[config.mk]
export PLATFORM = sky130hd
export DESIGN_NAME = iambic_keyer_with_decoder
export DESIGN_NICKNAME = d
export VERILOG_FILES = /design/src/rtl/ikd_pkg.sv /design/src/rtl/iambic_keyer_with_decoder.sv
export SDC_FILE = /design/constraint.sdc
export NUM_CORES = 1
export LEC_CHECK = 0
export ABC_AREA = 1
export ABC_CLOCK_PERIOD_IN_PS = 2400
export BUFFER_PORTS_ARGS = -buffer_cell sky130_fd_sc_hd__buf_2
export CORE_UTILIZATION = 28
export DETAILED_ROUTE_END_ITERATION = 10
export PLACE_DENSITY = 0.52
export REMOVE_ABC_BUFFERS = 1
export SYNTH_ARGS = -nofsm -noshare
export SYNTH_HDL_FRONTEND = slang
export SYNTH_SLANG_ARGS = --single-unit
[constraint.sdc]
create_clock -name i_clk -period 2.4 [get_ports i_clk]
set_input_delay 0.48 -clock i_clk [delete_from_list [all_inputs] [get_ports i_clk]]
set_output_delay 0.48 -clock i_clk [all_outputs]
set_load 0.03 [all_outputs]
[src/rtl/ikd_pkg.sv]
`timescale 1ns / 1ps
// ----------------------------------------------------------------------------
// ikd_pkg: shared types and constants of the iambic keyer with decoder
// State encoding, register map, timing widths and the Morse decode table.
// ----------------------------------------------------------------------------
package ikd_pkg;

    localparam int DIT_W   = 11;
    localparam int TIMER_W = 13;
    localparam int CODE_W  = 8;
    localparam int CHAR_W  = 7;
    localparam int ADDR_W  = 4;
    localparam int DATA_W  = 32;

    localparam logic [DIT_W-1:0]  DIT_TIME_RESET = 11'd60;
    localparam logic [CODE_W-1:0] CODE_START     = 8'hFE;

    // Register indexes, taken from paddr[3:2].
    typedef enum logic [1:0] {
        REG_DIT_TIME = 2'd0,
        REG_MODE_B   = 2'd1,
        REG_SIDETONE = 2'd2,
        REG_UNUSED   = 2'd3
    } t_reg_index;

    typedef enum logic [2:0] {
        ST_IDLE          = 3'd0,
        ST_CHK_DIT       = 3'd1,
        ST_CHK_DAH       = 3'd2,
        ST_KEYED_PREP    = 3'd3,
        ST_KEYED         = 3'd4,
        ST_INTER_ELEMENT = 3'd5,
        ST_PRE_IDLE      = 3'd6
    } t_keyer_state;

    // Code byte to ASCII. Unknown codes give a question mark.
    function automatic logic [CHAR_W-1:0] decode_code(input logic [CODE_W-1:0] code);
        logic [7:0] ch;
        case (code)
            8'hF9: ch = "A";
            8'hE8: ch = "B";
            8'hEA: ch = "C";
            8'hF4: ch = "D";
            8'hFC: ch = "E";
            8'hE2: ch = "F";
            8'hF6: ch = "G";
            8'hE0: ch = "H";
            8'hF8: ch = "I";
            8'hE7: ch = "J";
            8'hF5: ch = "K";
            8'hE4: ch = "L";
            8'hFB: ch = "M";
            8'hFA: ch = "N";
            8'hF7: ch = "O";
            8'hE6: ch = "P";
            8'hED: ch = "Q";
            8'hF2: ch = "R";
            8'hF0: ch = "S";
            8'hFD: ch = "T";
            8'hF1: ch = "U";
            8'hE1: ch = "V";
            8'hF3: ch = "W";
            8'hE9: ch = "X";
            8'hEB: ch = "Y";
            8'hEC: ch = "Z";
            8'hDF: ch = "0";
            8'hCF: ch = "1";
            8'hC7: ch = "2";
            8'hC3: ch = "3";
            8'hC1: ch = "4";
            8'hC0: ch = "5";
            8'hD0: ch = "6";
            8'hD8: ch = "7";
            8'hDC: ch = "8";
            8'hDE: ch = "9";
            8'hD2: ch = "/";
            8'h8C: ch = "?";
            8'hCA: ch = "*";
            8'h00: ch = "#";
            8'hEF: ch = " ";
            default: ch = "?";
        endcase
        return ch[CHAR_W-1:0];
    endfunction

endpackage

[src/rtl/iambic_keyer_with_decoder.sv]
`timescale 1ns / 1ps
// ----------------------------------------------------------------------------
// iambic_keyer_with_decoder: iambic A/B Morse keyer with character decoder
// Seven-state keyer with paddle latches, element timing and ASCII decode.
// ----------------------------------------------------------------------------
// Each accepted item is one scan of the paddles plus a millisecond tick flag,
// and each item yields exactly one result item, registered: the key level,
// the sidetone level and, when a character has just ended, its ASCII code.
// The block takes one item per clock cycle; the whole keyer step is a single
// pass of logic from the state registers into the result register, which is
// the only stage between the two channels, so o_in_ready stays high unless
// a finished result is waiting and the output side is not taking it.
// A dit keys for dit_time_ms ticks and a dah for three times that; each
// interval actually ends on the tick after its count runs out. Configuration
// is written over the APB port (dit time at 0x0, mode B at 0x4, sidetone
// enable at 0x8) and must only be changed while no item is in flight.
module iambic_keyer_with_decoder (
    input  logic                        i_clk,
    input  logic                        i_rst_n,
    // Configuration port
    input  logic                        psel,
    input  logic                        penable,
    input  logic                        pwrite,
    input  logic [ikd_pkg::ADDR_W-1:0]  paddr,
    input  logic [ikd_pkg::DATA_W-1:0]  pwdata,
    output logic [ikd_pkg::DATA_W-1:0]  prdata,
    output logic                        pready,
    // Input channel
    input  logic                        i_in_valid,
    output logic                        o_in_ready,
    input  logic                        i_dit_pressed,
    input  logic                        i_dah_pressed,
    input  logic                        i_tick,
    // Output channel
    output logic                        o_out_valid,
    input  logic                        i_out_ready,
    output logic                        o_key_down,
    output logic                        o_sidetone_on,
    output logic                        o_char_valid,
    output logic [ikd_pkg::CHAR_W-1:0]  o_char_code
);
    import ikd_pkg::*;

    // Configuration registers.
    logic [DIT_W-1:0]   r_dit_time;
    logic               r_mode_b;
    logic               r_sidetone_en;

    // Keyer state.
    t_keyer_state       r_state, n_state;
    logic               r_dit_latch, n_dit_latch;
    logic               r_dah_latch, n_dah_latch;
    logic               r_dit_prog, n_dit_prog;
    logic [TIMER_W-1:0] r_timer, n_timer;
    logic [CODE_W-1:0]  r_code, n_code;
    logic               r_key_level, n_key_level;

    // Result register.
    logic               r_out_valid;
    logic               r_key_down, r_sidetone, r_char_valid;
    logic [CHAR_W-1:0]  r_char_code;
    logic               n_char_valid;
    logic [CHAR_W-1:0]  n_char_code;

    logic               in_accept;
    logic               cfg_write;
    logic               expired;
    logic               any_paddle;
    logic [TIMER_W-1:0] dit_ticks, two_dits, three_dits;
    t_reg_index         cfg_index;

    assign pready    = 1'b1;
    assign cfg_index = t_reg_index'(paddr[ADDR_W-1:2]);
    assign cfg_write = psel && penable && pwrite;

    // Register writes ignore the upper data bits and the unused slot.
    always_ff @(posedge i_clk) begin
        if (!i_rst_n) begin
            r_dit_time    <= DIT_TIME_RESET;
            r_mode_b      <= 1'b1;
            r_sidetone_en <= 1'b0;
        end else if (cfg_write) begin
            case (cfg_index)
                REG_DIT_TIME: r_dit_time    <= pwdata[DIT_W-1:0];
                REG_MODE_B:   r_mode_b      <= pwdata[0];
                REG_SIDETONE: r_sidetone_en <= pwdata[0];
                default: ;
            endcase
        end
    end

    always_comb begin
        case (cfg_index)
            REG_DIT_TIME: prdata = {{(DATA_W-DIT_W){1'b0}}, r_dit_time};
            REG_MODE_B:   prdata = {{(DATA_W-1){1'b0}}, r_mode_b};
            REG_SIDETONE: prdata = {{(DATA_W-1){1'b0}}, r_sidetone_en};
            default:      prdata = '0;
        endcase
    end

    // The result register frees up when its item is taken in the same cycle.
    assign o_in_ready = !r_out_valid || i_out_ready;
    assign in_accept  = i_in_valid && o_in_ready;

    // Interval lengths; three dits of the widest dit time still fit in 13 bits.
    assign dit_ticks  = {{(TIMER_W-DIT_W){1'b0}}, r_dit_time};
    assign two_dits   = {dit_ticks[TIMER_W-2:0], 1'b0};
    assign three_dits = two_dits + dit_ticks;

    // A tick with the counter at zero ends the interval.
    assign expired    = i_tick && (r_timer == '0);
    assign any_paddle = i_dit_pressed || i_dah_pressed || r_dit_latch || r_dah_latch;

    always_comb begin
        n_state      = r_state;
        n_dit_latch  = r_dit_latch;
        n_dah_latch  = r_dah_latch;
        n_dit_prog   = r_dit_prog;
        n_timer      = r_timer;
        n_code       = r_code;
        n_key_level  = r_key_level;
        n_char_valid = 1'b0;
        n_char_code  = '0;
        case (r_state)
            ST_CHK_DIT: begin
                if (r_dit_latch) begin
                    n_dit_prog = 1'b1;
                    n_timer    = dit_ticks;
                    n_code     = {r_code[CODE_W-2:0], 1'b0};
                    n_state    = ST_KEYED_PREP;
                end else begin
                    n_state = ST_CHK_DAH;
                end
            end
            ST_CHK_DAH: begin
                if (r_dah_latch) begin
                    n_timer = three_dits;
                    n_code  = {r_code[CODE_W-2:0], 1'b1};
                    n_state = ST_KEYED_PREP;
                end else begin
                    n_timer = two_dits;
                    n_state = ST_PRE_IDLE;
                end
            end
            ST_KEYED_PREP: begin
                n_key_level = 1'b1;
                n_dit_latch = 1'b0;
                n_dah_latch = 1'b0;
                n_state     = ST_KEYED;
            end
            ST_KEYED: begin
                if (expired) begin
                    n_key_level = 1'b0;
                    n_timer     = dit_ticks;
                    n_state     = ST_INTER_ELEMENT;
                end else begin
                    if (i_tick) begin
                        n_timer = r_timer - TIMER_W'(1);
                    end
                    // Mode B keeps listening to the paddles while keyed.
                    if (r_mode_b) begin
                        n_dit_latch = r_dit_latch || i_dit_pressed;
                        n_dah_latch = r_dah_latch || i_dah_pressed;
                    end
                end
            end
            ST_INTER_ELEMENT: begin
                n_dit_latch = r_dit_latch || i_dit_pressed;
                n_dah_latch = r_dah_latch || i_dah_pressed;
                if (expired) begin
                    if (r_dit_prog) begin
                        n_dit_latch = 1'b0;
                        n_dit_prog  = 1'b0;
                        n_state     = ST_CHK_DAH;
                    end else begin
                        n_dah_latch = 1'b0;
                        n_timer     = two_dits;
                        n_state     = ST_PRE_IDLE;
                    end
                end else if (i_tick) begin
                    n_timer = r_timer - TIMER_W'(1);
                end
            end
            ST_PRE_IDLE: begin
                if (any_paddle) begin
                    n_dit_latch = r_dit_latch || i_dit_pressed;
                    n_dah_latch = r_dah_latch || i_dah_pressed;
                    n_state     = ST_CHK_DIT;
                end else if (expired) begin
                    n_char_valid = 1'b1;
                    n_char_code  = decode_code(r_code);
                    n_state      = ST_IDLE;
                end else if (i_tick) begin
                    n_timer = r_timer - TIMER_W'(1);
                end
            end
            default: begin
                // Idle, and any unused encoding, waits for a paddle.
                if (any_paddle) begin
                    n_dit_latch = r_dit_latch || i_dit_pressed;
                    n_dah_latch = r_dah_latch || i_dah_pressed;
                    n_code      = CODE_START;
                    n_state     = ST_CHK_DIT;
                end else begin
                    n_state = ST_IDLE;
                end
            end
        endcase
    end

    always_ff @(posedge i_clk) begin
        if (!i_rst_n) begin
            r_state     <= ST_IDLE;
            r_dit_latch <= 1'b0;
            r_dah_latch <= 1'b0;
            r_dit_prog  <= 1'b0;
            r_timer     <= '0;
            r_code      <= CODE_START;
            r_key_level <= 1'b0;
        end else if (in_accept) begin
            r_state     <= n_state;
            r_dit_latch <= n_dit_latch;
            r_dah_latch <= n_dah_latch;
            r_dit_prog  <= n_dit_prog;
            r_timer     <= n_timer;
            r_code      <= n_code;
            r_key_level <= n_key_level;
        end
    end

    always_ff @(posedge i_clk) begin
        if (!i_rst_n) begin
            r_out_valid <= 1'b0;
        end else if (in_accept) begin
            r_out_valid <= 1'b1;
        end else if (i_out_ready) begin
            r_out_valid <= 1'b0;
        end
    end

    // Result payload; the sidetone enable is sampled with the item.
    always_ff @(posedge i_clk) begin
        if (in_accept) begin
            r_key_down   <= n_key_level;
            r_sidetone   <= n_key_level && r_sidetone_en;
            r_char_valid <= n_char_valid;
            r_char_code  <= n_char_code;
        end
    end

    assign o_out_valid   = r_out_valid;
    assign o_key_down    = r_key_down;
    assign o_sidetone_on = r_sidetone;
    assign o_char_valid  = r_char_valid;
    assign o_char_code   = r_char_code;

    // The key is down exactly while the machine sits in the keyed state.
    a_key_matches_state: assert property (@(posedge i_clk) disable iff (!i_rst_n)
        r_key_level == (r_state == ST_KEYED))
        else $error("key level disagrees with keyer state");

    // A character only completes with the key up.
    a_char_key_up: assert property (@(posedge i_clk) disable iff (!i_rst_n)
        (o_out_valid && o_char_valid) |-> !o_key_down)
        else $error("character completed while keyed");

    // Sidetone never sounds without the key.
    a_sidetone_key: assert property (@(posedge i_clk) disable iff (!i_rst_n)
        (o_out_valid && o_sidetone_on) |-> o_key_down)
        else $error("sidetone on with key up");

    // No character code without a completed character.
    a_code_zero: assert property (@(posedge i_clk) disable iff (!i_rst_n)
        (o_out_valid && !o_char_valid) |-> (o_char_code == '0))
        else $error("character code set without a character");

    // A waiting result is refused no new item.
    a_ready_stall: assert property (@(posedge i_clk) disable iff (!i_rst_n)
        (o_out_valid && !i_out_ready) |-> !o_in_ready)
        else $error("input taken while result stalled");

endmodule

==> impl_metrics.py, run 1 <==
metrics = {
    "run_status": {
        "status": "finished clean",
    },
    "worst_hold_path": {
        "hold_path_class": "input pin to flip-flop",
        "hold_start": "pwdata[5]",
        "min_to": "r_dit_time[5]",
        "holdPathStages": 3,
    },
    "worst_setup_path": {
        "critPathKind": "flip-flop to flip-flop",
        "r2r_cells": 14,
        "max_stage_delay_ns": 0.37,
        "crit_family": "simple AND/OR/NAND/NOR gates",
        "path_cells": "inv_1, ha_1, nand2_4, nor2_4, nand3_2, nor2_4, nand2_4, inv_1, nand2_1, nand2_2, o21ai_0, nand2_1, nor2_1, nor2_1",
        "critical_path_required_ns": 2.59,
        "start_kind": "flip-flop",
        "r2r-start": "r_timer[0]",
        "rrSetupSlack_ns": 0.24,
        "timing.rr.end": "r_timer[0]",
        "worstPathArrival_ns": 2.35,
        "critPathBufInv": 2,
        "slowest_stage": "dfxtp_1",
        "setup.worst_path.end_class": "flip-flop",
        "crit_fanout": 9,
    },
    "power_and_ir_drop": {
        "power_switching_uw": 1106,
        "p_comb_frac": 0.356,
        "p_int_uw": 1627,
        "p_leak_uw": 0.002531,
        "peakVddDrop_v": 0.0003826,
        "switching_share": 0.4048,
        "sequentialPowerShare": 0.367,
        "cellPowerDensity_mw_per_mm2": 526.4,
        "pwr-share-clk": 0.277,
    },
    "detailed_routing": {
        "vias": 4919,
        "vias_per_cell": 4.766,
        "drcViolationCount": 0,
        "first_pass_iters": 6,
        "wl_mm": 13.27,
        "routedWlPerCell_um": 12.86,
        "drt_iter0_markers": 388,
        "drtAntennaViolNets": 0,
    },
    "synthesis": {
        "synth_common_cells": "222 x nand2_1, 94 x nor2_1, 88 x inv_1",
        "synthCells": 765,
        "syn_area_per_cell_um2": 6.029,
        "synth-seq-area-share": 0.2474,
        "yosysMostFrequentCell": "nand2_1",
        "synth.area.top_cells": "dfxtp_1 18%, nand2_1 18%, nand3_1 7.8%",
        "yosys_warnings": 0,
        "synth_area_mm2": 0.004612,
        "synthArstFlopShare": 0,
        "ys_ff_latch": 52,
        "synth.distinct_cells": 48,
        "ys.flop_type": "dfxtp_1",
        "synth_top_area_share": 0.1823,
        "yosysTopAreaCell": "dfxtp_1",
        "synth_edf_count": 10,
    },
    "clock_tree": {
        "cts_hold_buf": 0,
        "clockBufferDepth": 2,
        "clockRootBuffer": "clkbuf_16",
        "cts_post_setup_buffers_inserted": 0,
        "cts_made_buffers": 5,
        "insertion_delay_ns": 0.30,
        "cts_tree": "yes",
        "h-tree-depth": 2,
        "cts_sinks": 52,
        "clk_pin_slew_ns": 0.08,
    },
    "placed_design": {
        "place_ws_ns": 0.1968,
        "portBuffers": 45,
        "post-dp-hpwl_mm": 10.57,
        "place_congestion": 0.9039,
    },
    "cells_and_area": {
        "nNetsFinal": 874,
        "multi_input_area_mm2": 0.002934,
        "syn_to_final_growth_pct": 12.56,
        "drive_above_1_share": 0.1360,
        "fill_cells": 1843,
        "antenna_cells": 0,
        "seq_area_mm2": 0.001142,
    },
    "floorplan": {
        "die_area_mm2": 0.01699,
        "core-area_mm2": 0.01600,
        "die_w_um": 130.3,
        "rows": 46,
        "io_pins": 91,
        "die_y_um": 130.3,
        "initial_core_util": 0.2882,
    },
    "timing": {
        "period_minus_slack_ns": 2.157,
        "finalHoldViolations": 0,
        "slew_viol_final": 0,
        "fin_tns_setup_ns": 0,
        "finalCritPeriodShare": 0.8990,
        "rsz0062_at_grt": "no",
        "whs_ns": 0.3922,
        "finClkSkew_ns": 0.005493,
        "fmax_mhz": 463.5,
        "setup_viol": 0,
        "setup_ws_ns": 0.2425,
    },
    "grt": {
        "antenna_found_initial": 0,
        "grt_overflow_total": 0,
        "grt_max_degree": 26,
        "grt_pass1_vias": 4408,
        "grt_usage": 0.1623,
        "grt_pass1_wl_mm": 21.89,
    },
    "run": {
        "maxCapViolCount": 0,
    },
}
==> cells by family after synthesis <==
group                      Yosys count  synth area share
and+or+nand+nor                    450            0.4330
buffers and inverters              133            0.1337
AOI/OAI and AO/OA                  110            0.1378
DFF                                 52            0.2474
adders and majority gates           13           0.03690
xor gates and xnor gates             5          0.009495
other                                2          0.001628
==> worst reg2reg max path, stage by stage (launching register included) <==
cell and delay, ns:
dfxtp_1 0.37, inv_1 0.10, ha_1 0.25, nand2_4 0.11, nor2_4 0.04, nand3_2 0.10, nor2_4 0.06, nand2_4 0.13
inv_1 0.10, nand2_1 0.18, nand2_2 0.13, o21ai_0 0.26, nand2_1 0.10, nor2_1 0.09, nor2_1 0.05
==> metal layers <==
metal | up-vias | global-route usage | share of wire
li1 | 2547 | - | -
met1 | 2202 | 0.2196 | 0.48
met2 | 148 | 0.2725 | 0.46
met3 | 22 | 0.009430 | 0.036
met4 | 0 | 0.05815 | 0.024
met5 | - | 0 | 0
==> cells in the final DEF, fill, tap and decap left out, types with 3 or more instances in the layout <==
cell type and n:
ha_1 11, nand3b_1 3, o211ai_1 10, a21oi_2 3
a31oi_1 3, buf_2 45, dfxtp_1 41, o21ai_0 34
nand4_1 16, clkbuf_16 5, nor2_2 8, a21oi_1 47
edfxtp_1 10, xor2_1 5, nand2_1 221, nand2_2 5
nor2_4 7, buf_4 14, nor2_1 94, inv_1 88
o21ai_1 3, inv_2 8, nand3_1 72, nor3_1 10
conb_1 22
==> through the flow <==
step | utilization | instance area (um^2) | cells | power, uW
floorplan | - | 4434 | 749 | 1708
global route | 0.3244 | 5191 | 1032 | 2919
global placement | 0.3147 | 5035 | 1024 | 1992
CTS | 0.3241 | 5185 | 1032 | 2745
detailed placement | 0.3147 | 5035 | 1024 | 1984
finish | 0.3244 | 5191 | 1032 | 2733
==> power groups by stage <==
stage	Combinational [uW]	Clock [uW]	Sequential, uW
final	974	757	1000
after global routing	1090	813	1010
after floorplan	681	0	1030
after global placement	970	0	1020
after detailed placement	962	0	1020
after CTS	967	777	1000
==> worst max path at each step <==
stage	from	to	slack, ns	depth (start not counted)
after CTS	r_timer[0]	r_timer[0]	0.20	14
after detailed placement	i_tick	o_char_code[3]	0.20	11
after floorplan	paddr[3]	prdata[0]	0.23	2
after global placement	i_tick	r_timer[1]	0.19	13
final	r_timer[0]	r_timer[0]	0.24	14
after global routing	r_dit_time[0]	r_timer[7]	0.03	14
==> timing repair <==
item / CTS / global route
gates resized for setup: 0 / 3
endpoints found under the setup margin: 0 / 4
hold endpoints to repair: 0 / 0
==> flip-flops by register name (all words and copies together), names as in the netlist, 3 cells and up <==
register	count
r_timer	13
r_state	3
r_code	8
r_dit_time	11
o_char_code	7
==> layout make-up <==
cell class                      instances  area share
Multi-Input combinational cell        600      0.5652
Sequential cell                        52      0.2201
Inverter                               97     0.07014
Clock buffer                            5     0.02410
Timing Repair Buffer                   59     0.06363
Clock inverter                          3    0.004820
Tap cell                              216     0.05206
Note: power is estimated with default switching activity, not from simulation.
==> run 2: changes to the inputs <==
==> constraint.sdc (replaced) <==
create_clock -name i_clk -period 2.4 [get_ports i_clk]
set_input_delay 0.12 -clock i_clk [delete_from_list [all_inputs] [get_ports i_clk]]
set_output_delay 0.12 -clock i_clk [all_outputs]
set_load 0.03 [all_outputs]
==> impl_metrics.py, run 2 (synthesis results as in run 1) <==
metrics = {
    "power_and_ir_drop": {
        "sequentialPowerShare": 0.373,
        "peakVddDrop_v": 0.0002687,
        "p_comb_frac": 0.358,
        "p_leak_uw": 0.002503,
        "switching_share": 0.3989,
        "p_int_uw": 1613,
        "cellPowerDensity_mw_per_mm2": 521.0,
        "pwr-share-clk": 0.269,
        "power_switching_uw": 1071,
    },
    "timing": {
        "finalCritPeriodShare": 0.9081,
        "fmax_mhz": 458.8,
        "finClkSkew_ns": 0.003941,
        "setup_viol": 0,
        "relSlewSlack": 0.5641,
        "period_minus_slack_ns": 2.179,
        "finalHoldViolations": 0,
        "tightest_slew_ns": 0.6498,
        "rsz0062_at_grt": "no",
        "setup_ws_ns": 0.2206,
        "fin_tns_setup_ns": 0,
        "slew_viol_final": 0,
        "whs_ns": 0.03749,
    },
    "placed_design": {
        "dpl-instance-area_mm2": 0.004997,
        "portBuffers": 45,
        "place_ws_ns": 0.2360,
        "post-dp-hpwl_mm": 10.37,
        "place_congestion": 0.9094,
    },
    "cells_and_area": {
        "mostFrequentLayoutCells": "222 x nand2_1, 94 x nor2_1, 88 x inv_1, 71 x nand3_1, 47 x a21oi_1",
        "antenna_cells": 0,
        "utilization": 0.3219,
        "syn_to_final_growth_pct": 11.69,
        "final_common_cell": "nand2_1",
        "largest_register": "r_timer",
        "reg_top3": "r_timer (13), r_dit_time (11), r_code (8)",
        "nNetsFinal": 869,
        "largest_reg_flops": 13,
        "drive_above_1_share": 0.1295,
        "design_area_mm2": 0.005151,
    },
    "clock_tree": {
        "insertion_delay_ns": 0.29,
        "cts_tree": "yes",
        "clk_pin_slew_ns": 0.07,
        "clockRootBuffer": "clkbuf_16",
        "cts_sinks": 52,
        "cts_made_buffers": 5,
        "clockBufferDepth": 2,
        "h-tree-depth": 2,
    },
    "grt": {
        "grt_usage": 0.1610,
        "grt_pass1_vias": 4398,
        "grt_max_degree": 26,
        "grt_overflow_total": 0,
        "antenna_found_initial": 0,
        "grt_pass1_wl_mm": 21.80,
    },
    "floorplan": {
        "core-area_mm2": 0.01600,
        "initial_core_util": 0.2882,
        "die_area_mm2": 0.01699,
        "die_w_um": 130.3,
        "die_y_um": 130.3,
        "rows": 46,
        "io_pins": 91,
    },
    "detailed_routing": {
        "wl_mm": 12.97,
        "drtAntennaViolNets": 0,
        "routedWlPerCell_um": 12.63,
        "first_pass_iters": 8,
        "drt_iter0_markers": 326,
        "drcViolationCount": 0,
        "vias": 4814,
        "vias_per_cell": 4.687,
    },
    "run": {
        "maxCapViolCount": 0,
    },
    "worst_setup_path": {
        "crit_fanout": 9,
        "critical_path_required_ns": 2.61,
        "critPathKind": "flip-flop to flip-flop",
        "worstPathArrival_ns": 2.39,
        "start_kind": "flip-flop",
        "setup.worst_path.end_class": "flip-flop",
    },
    "worst_hold_path": {
        "hold_path_class": "input pin to flip-flop",
    },
    "run_status": {
        "status": "finished clean",
    },
}
[run 2: changes by cell type in the layout (fill, tap and decap cells not counted)]
cell	change
buf_4	-5
clkbuf_1	+1
clkinv_4	+1
inv_6	-2
nand2_1	+1
nand2_2	-1
nand3_1	-1
nand3_2	+1
[run 2: worst max-delay path: stages, from the launching register on]
cell     delay [ns]
dfxtp_1        0.33
inv_1          0.11
ha_1           0.22
nand2_4        0.09
nor2_4         0.09
nand3_2        0.11
nor2_4         0.20
nand2_4        0.13
inv_1          0.13
nand2_1        0.15
nand2_1        0.21
nand2_1        0.08
nand2_1        0.08
nand2_1        0.05
a21oi_1        0.13
[run 2: final timing paths]
check	startpoint	to	slack (ns)	cells past startpoint
setup / recovery	r_timer[0]	r_timer[2]	0.22	14
hold / removal	pwdata[4]	r_dit_time[4]	0.04	3
setup reg to reg	r_timer[0]	r_timer[2]	0.22	14
hold reg to reg	r_timer[11]	r_timer[11]	0.49	2
[run 2: through the flow]
step,instances,total power [uW]
final,1027,2684
after global routing,1027,2870
after CTS,1027,2700
after detailed placement,1019,1971
after global placement,1019,1985
after floorplan,749,1708
[run 2: layout make-up]
| type | instances | area, um^2 |
|---|---|---|
| Fill cell | 1830 | 10850 |
| Timing Repair Buffer | 54 | 292.8 |
| Sequential cell | 52 | 1142 |
| Clock buffer | 6 | 128.9 |
| Multi-Input combinational cell | 600 | 2937 |
| Inverter | 97 | 364.1 |
| Tap cell | 216 | 270.3 |
| Clock inverter | 2 | 16.27 |
[run 2: what timing repair did]
action / CTS / global route
resized for setup: 0 / 3
buffers inserted: 0 / 0
setup endpoints to repair: 0 / 1
hold buffers: 0 / 0
[run 2: metal layers]
| layer | global-route usage | up-vias | wire, um |
|---|---|---|---|
| met4 | 0.03922 | 0 | 135 |
| met5 | 0 | - | 0 |
| met3 | 0.01353 | 7 | 429 |
| met1 | 0.2170 | 2161 | 6266 |
| li1 | - | 2527 | - |
| met2 | 0.2769 | 119 | 6141 |
[run 2: power by group through the flow]
stage	clock, uW	sequential [uW]	combinational, uW
2_1_floorplan	0	1030	681
3_3_place_gp	0	1020	964
3_5_place_dp	0	1020	949
4_1_cts	745	1000	955
5_1_grt	779	1010	1080
6_report	722	1000	961
==> run 3: changes to the inputs <==
- CTS_BUF_LIST: default -> sky130_fd_sc_hd__clkbuf_4
==> impl_metrics.py, run 3 (synthesis results as in run 1) <==
metrics = {
    "run_status": {
        "status": "finished clean",
    },
    "cells_and_area": {
        "reg_top3": "r_timer (13), r_dit_time (11), r_code (8)",
        "stdcell_count": 1041,
        "drive_above_1_share": 0.1299,
        "nNetsFinal": 882,
        "largest_register": "r_timer",
        "largest_reg_flops": 13,
        "final_common_cell": "nand2_1",
        "syn_to_final_growth_pct": 12.72,
        "mostFrequentLayoutCells": "221 x nand2_1, 94 x nor2_1, 88 x inv_1, 72 x nand3_1, 47 x a21oi_1",
        "design_area_mm2": 0.005199,
    },
    "power_and_ir_drop": {
        "p_leak_uw": 0.002522,
        "power_uw": 2412,
        "cellPowerDensity_mw_per_mm2": 464.0,
        "peakVddDrop_v": 0.0001999,
    },
    "worst_setup_path": {
        "path_depth": 12,
        "r2r_cells": 12,
        "setup.worst_path.end_class": "flip-flop",
        "path_cells": "inv_1, ha_1, nand2_4, nor2_4, nand3_2, nor2_4, nand2_4, inv_1, nand2_2, nor2_1, inv_1, a31oi_1",
        "crit_family": "simple AND/OR/NAND/NOR gates",
        "critPathLaunch": "r_timer[0]",
        "rrSetupSlack_ns": 0.21,
        "cp_common_cell": "inv_1",
        "max_stage_delay_ns": 0.36,
        "cp-endpoint": "o_char_code[6]",
        "critPathBufInv": 3,
        "r2r-start": "r_timer[0]",
        "worstPathArrival_ns": 2.43,
        "start_kind": "flip-flop",
        "slowest_stage": "dfxtp_1",
        "critPathKind": "flip-flop to flip-flop",
        "timing.rr.end": "o_char_code[6]",
        "crit_fanout": 9,
        "critical_path_required_ns": 2.64,
    },
    "worst_hold_path": {
        "hold_path_class": "input pin to flip-flop",
    },
    "run": {
        "maxCapViolCount": 0,
    },
    "detailed_routing": {
        "drtAntennaViolNets": 0,
        "routedWlPerCell_um": 12.56,
        "wl_mm": 13.08,
        "first_pass_iters": 6,
        "vias_per_cell": 4.720,
        "vias": 4913,
        "drcViolationCount": 0,
        "drt_iter0_markers": 313,
    },
    "grt": {
        "grt_use_met1": 0.2167,
        "grt_usage": 0.1625,
        "grt_overflow_total": 0,
        "antenna_found_initial": 1,
        "globalRouteMet3Util": 0.01230,
        "grt_max_degree": 26,
        "grt.busiest_layer": "met2",
        "grt_pass1_wl_mm": 22.02,
        "use_met2": 0.2825,
        "grt_pass1_vias": 4503,
    },
    "floorplan": {
        "die_y_um": 130.3,
        "rows": 46,
        "io_pins": 91,
        "die_area_mm2": 0.01699,
        "initial_core_util": 0.2882,
        "die_w_um": 130.3,
        "core-area_mm2": 0.01600,
    },
    "placed_design": {
        "place_congestion": 0.9094,
        "dp.cells": 1019,
        "dpl-instance-area_mm2": 0.004997,
        "portBuffers": 45,
        "post-dp-hpwl_mm": 10.37,
    },
    "clock_tree": {
        "insertion_delay_ns": 0.39,
        "clockRootBuffer": "clkbuf_4",
        "clk_pin_slew_ns": 0.16,
        "cts_sinks": 52,
        "clockBufferDepth": 2,
        "h-tree-depth": 2,
        "cts_made_buffers": 5,
        "cts_tree": "yes",
    },
    "timing": {
        "period_minus_slack_ns": 2.186,
        "slew_viol_final": 0,
        "finalCritPeriodShare": 0.9107,
        "finClkSkew_ns": 0.008620,
        "fin_tns_setup_ns": 0,
        "relSlewSlack": 0.5544,
        "fmax_mhz": 457.5,
        "tightest_slew_ns": 0.6643,
        "finalHoldViolations": 0,
        "whs_ns": 0.04743,
        "rsz0062_at_grt": "no",
        "setup_viol": 0,
    },
}
[run 3: worst min-delay path, stage by stage]
cell and delay, ns:
buf_2 0.13, nand4_1 0.10, nand3_1 0.07
[run 3: worst min path at each step]
stage,from,to,cells after the start,slack (ns)
after floorplan,i_rst_n,r_mode_b,1,0.20
after global placement,pwdata[5],r_dit_time[5],3,0.34
after detailed placement,pwdata[5],r_dit_time[5],3,0.34
after CTS,paddr[2],r_mode_b,3,0.03
after global routing,paddr[2],r_mode_b,3,0.04
final,paddr[2],r_mode_b,3,0.05
[run 3: cell type report]
type / instances / area, um^2
clock buffer: 6 / 45.04
clock inverter: 2 / 16.27
tap: 216 / 270.3
sequential: 52 / 1144
fill: 1821 / 10800
timing repair buffer: 67 / 422.9
inverter: 97 / 364.1
multi-input combinational: 600 / 2934
antenna: 1 / 2.502
[run 3: through the flow]
| stage | setup slack, ns | util |
|---|---|---|
| final | 0.2143 | 0.3249 |
| after global routing | 0.002034 | 0.3249 |
| after CTS | 0.2007 | 0.3243 |
| after detailed placement | 0.2360 | 0.3123 |
| after global placement | 0.2232 | 0.3123 |
| after floorplan | 0.3100 | - |
[run 3: what timing repair did]
| action | CTS | global route |
|---|---|---|
| buffers inserted | 0 | 0 |
| hold buffers | 13 | 0 |
| hold endpoints to repair | 13 | 0 |
| gates resized for setup | 0 | 4 |
| setup endpoints to repair | 0 | 2 |
[run 3: report_power, final]
group	internal, uW	switching [uW]
clock	129	304
sequential	944	57.0
combinational	294	684
[run 3: layer usage]
layer | up-vias | part of all wire
met5 | - | 0
met4 | 0 | 0.012
met3 | 12 | 0.041
met2 | 155 | 0.47
met1 | 2194 | 0.47
li1 | 2552 | -
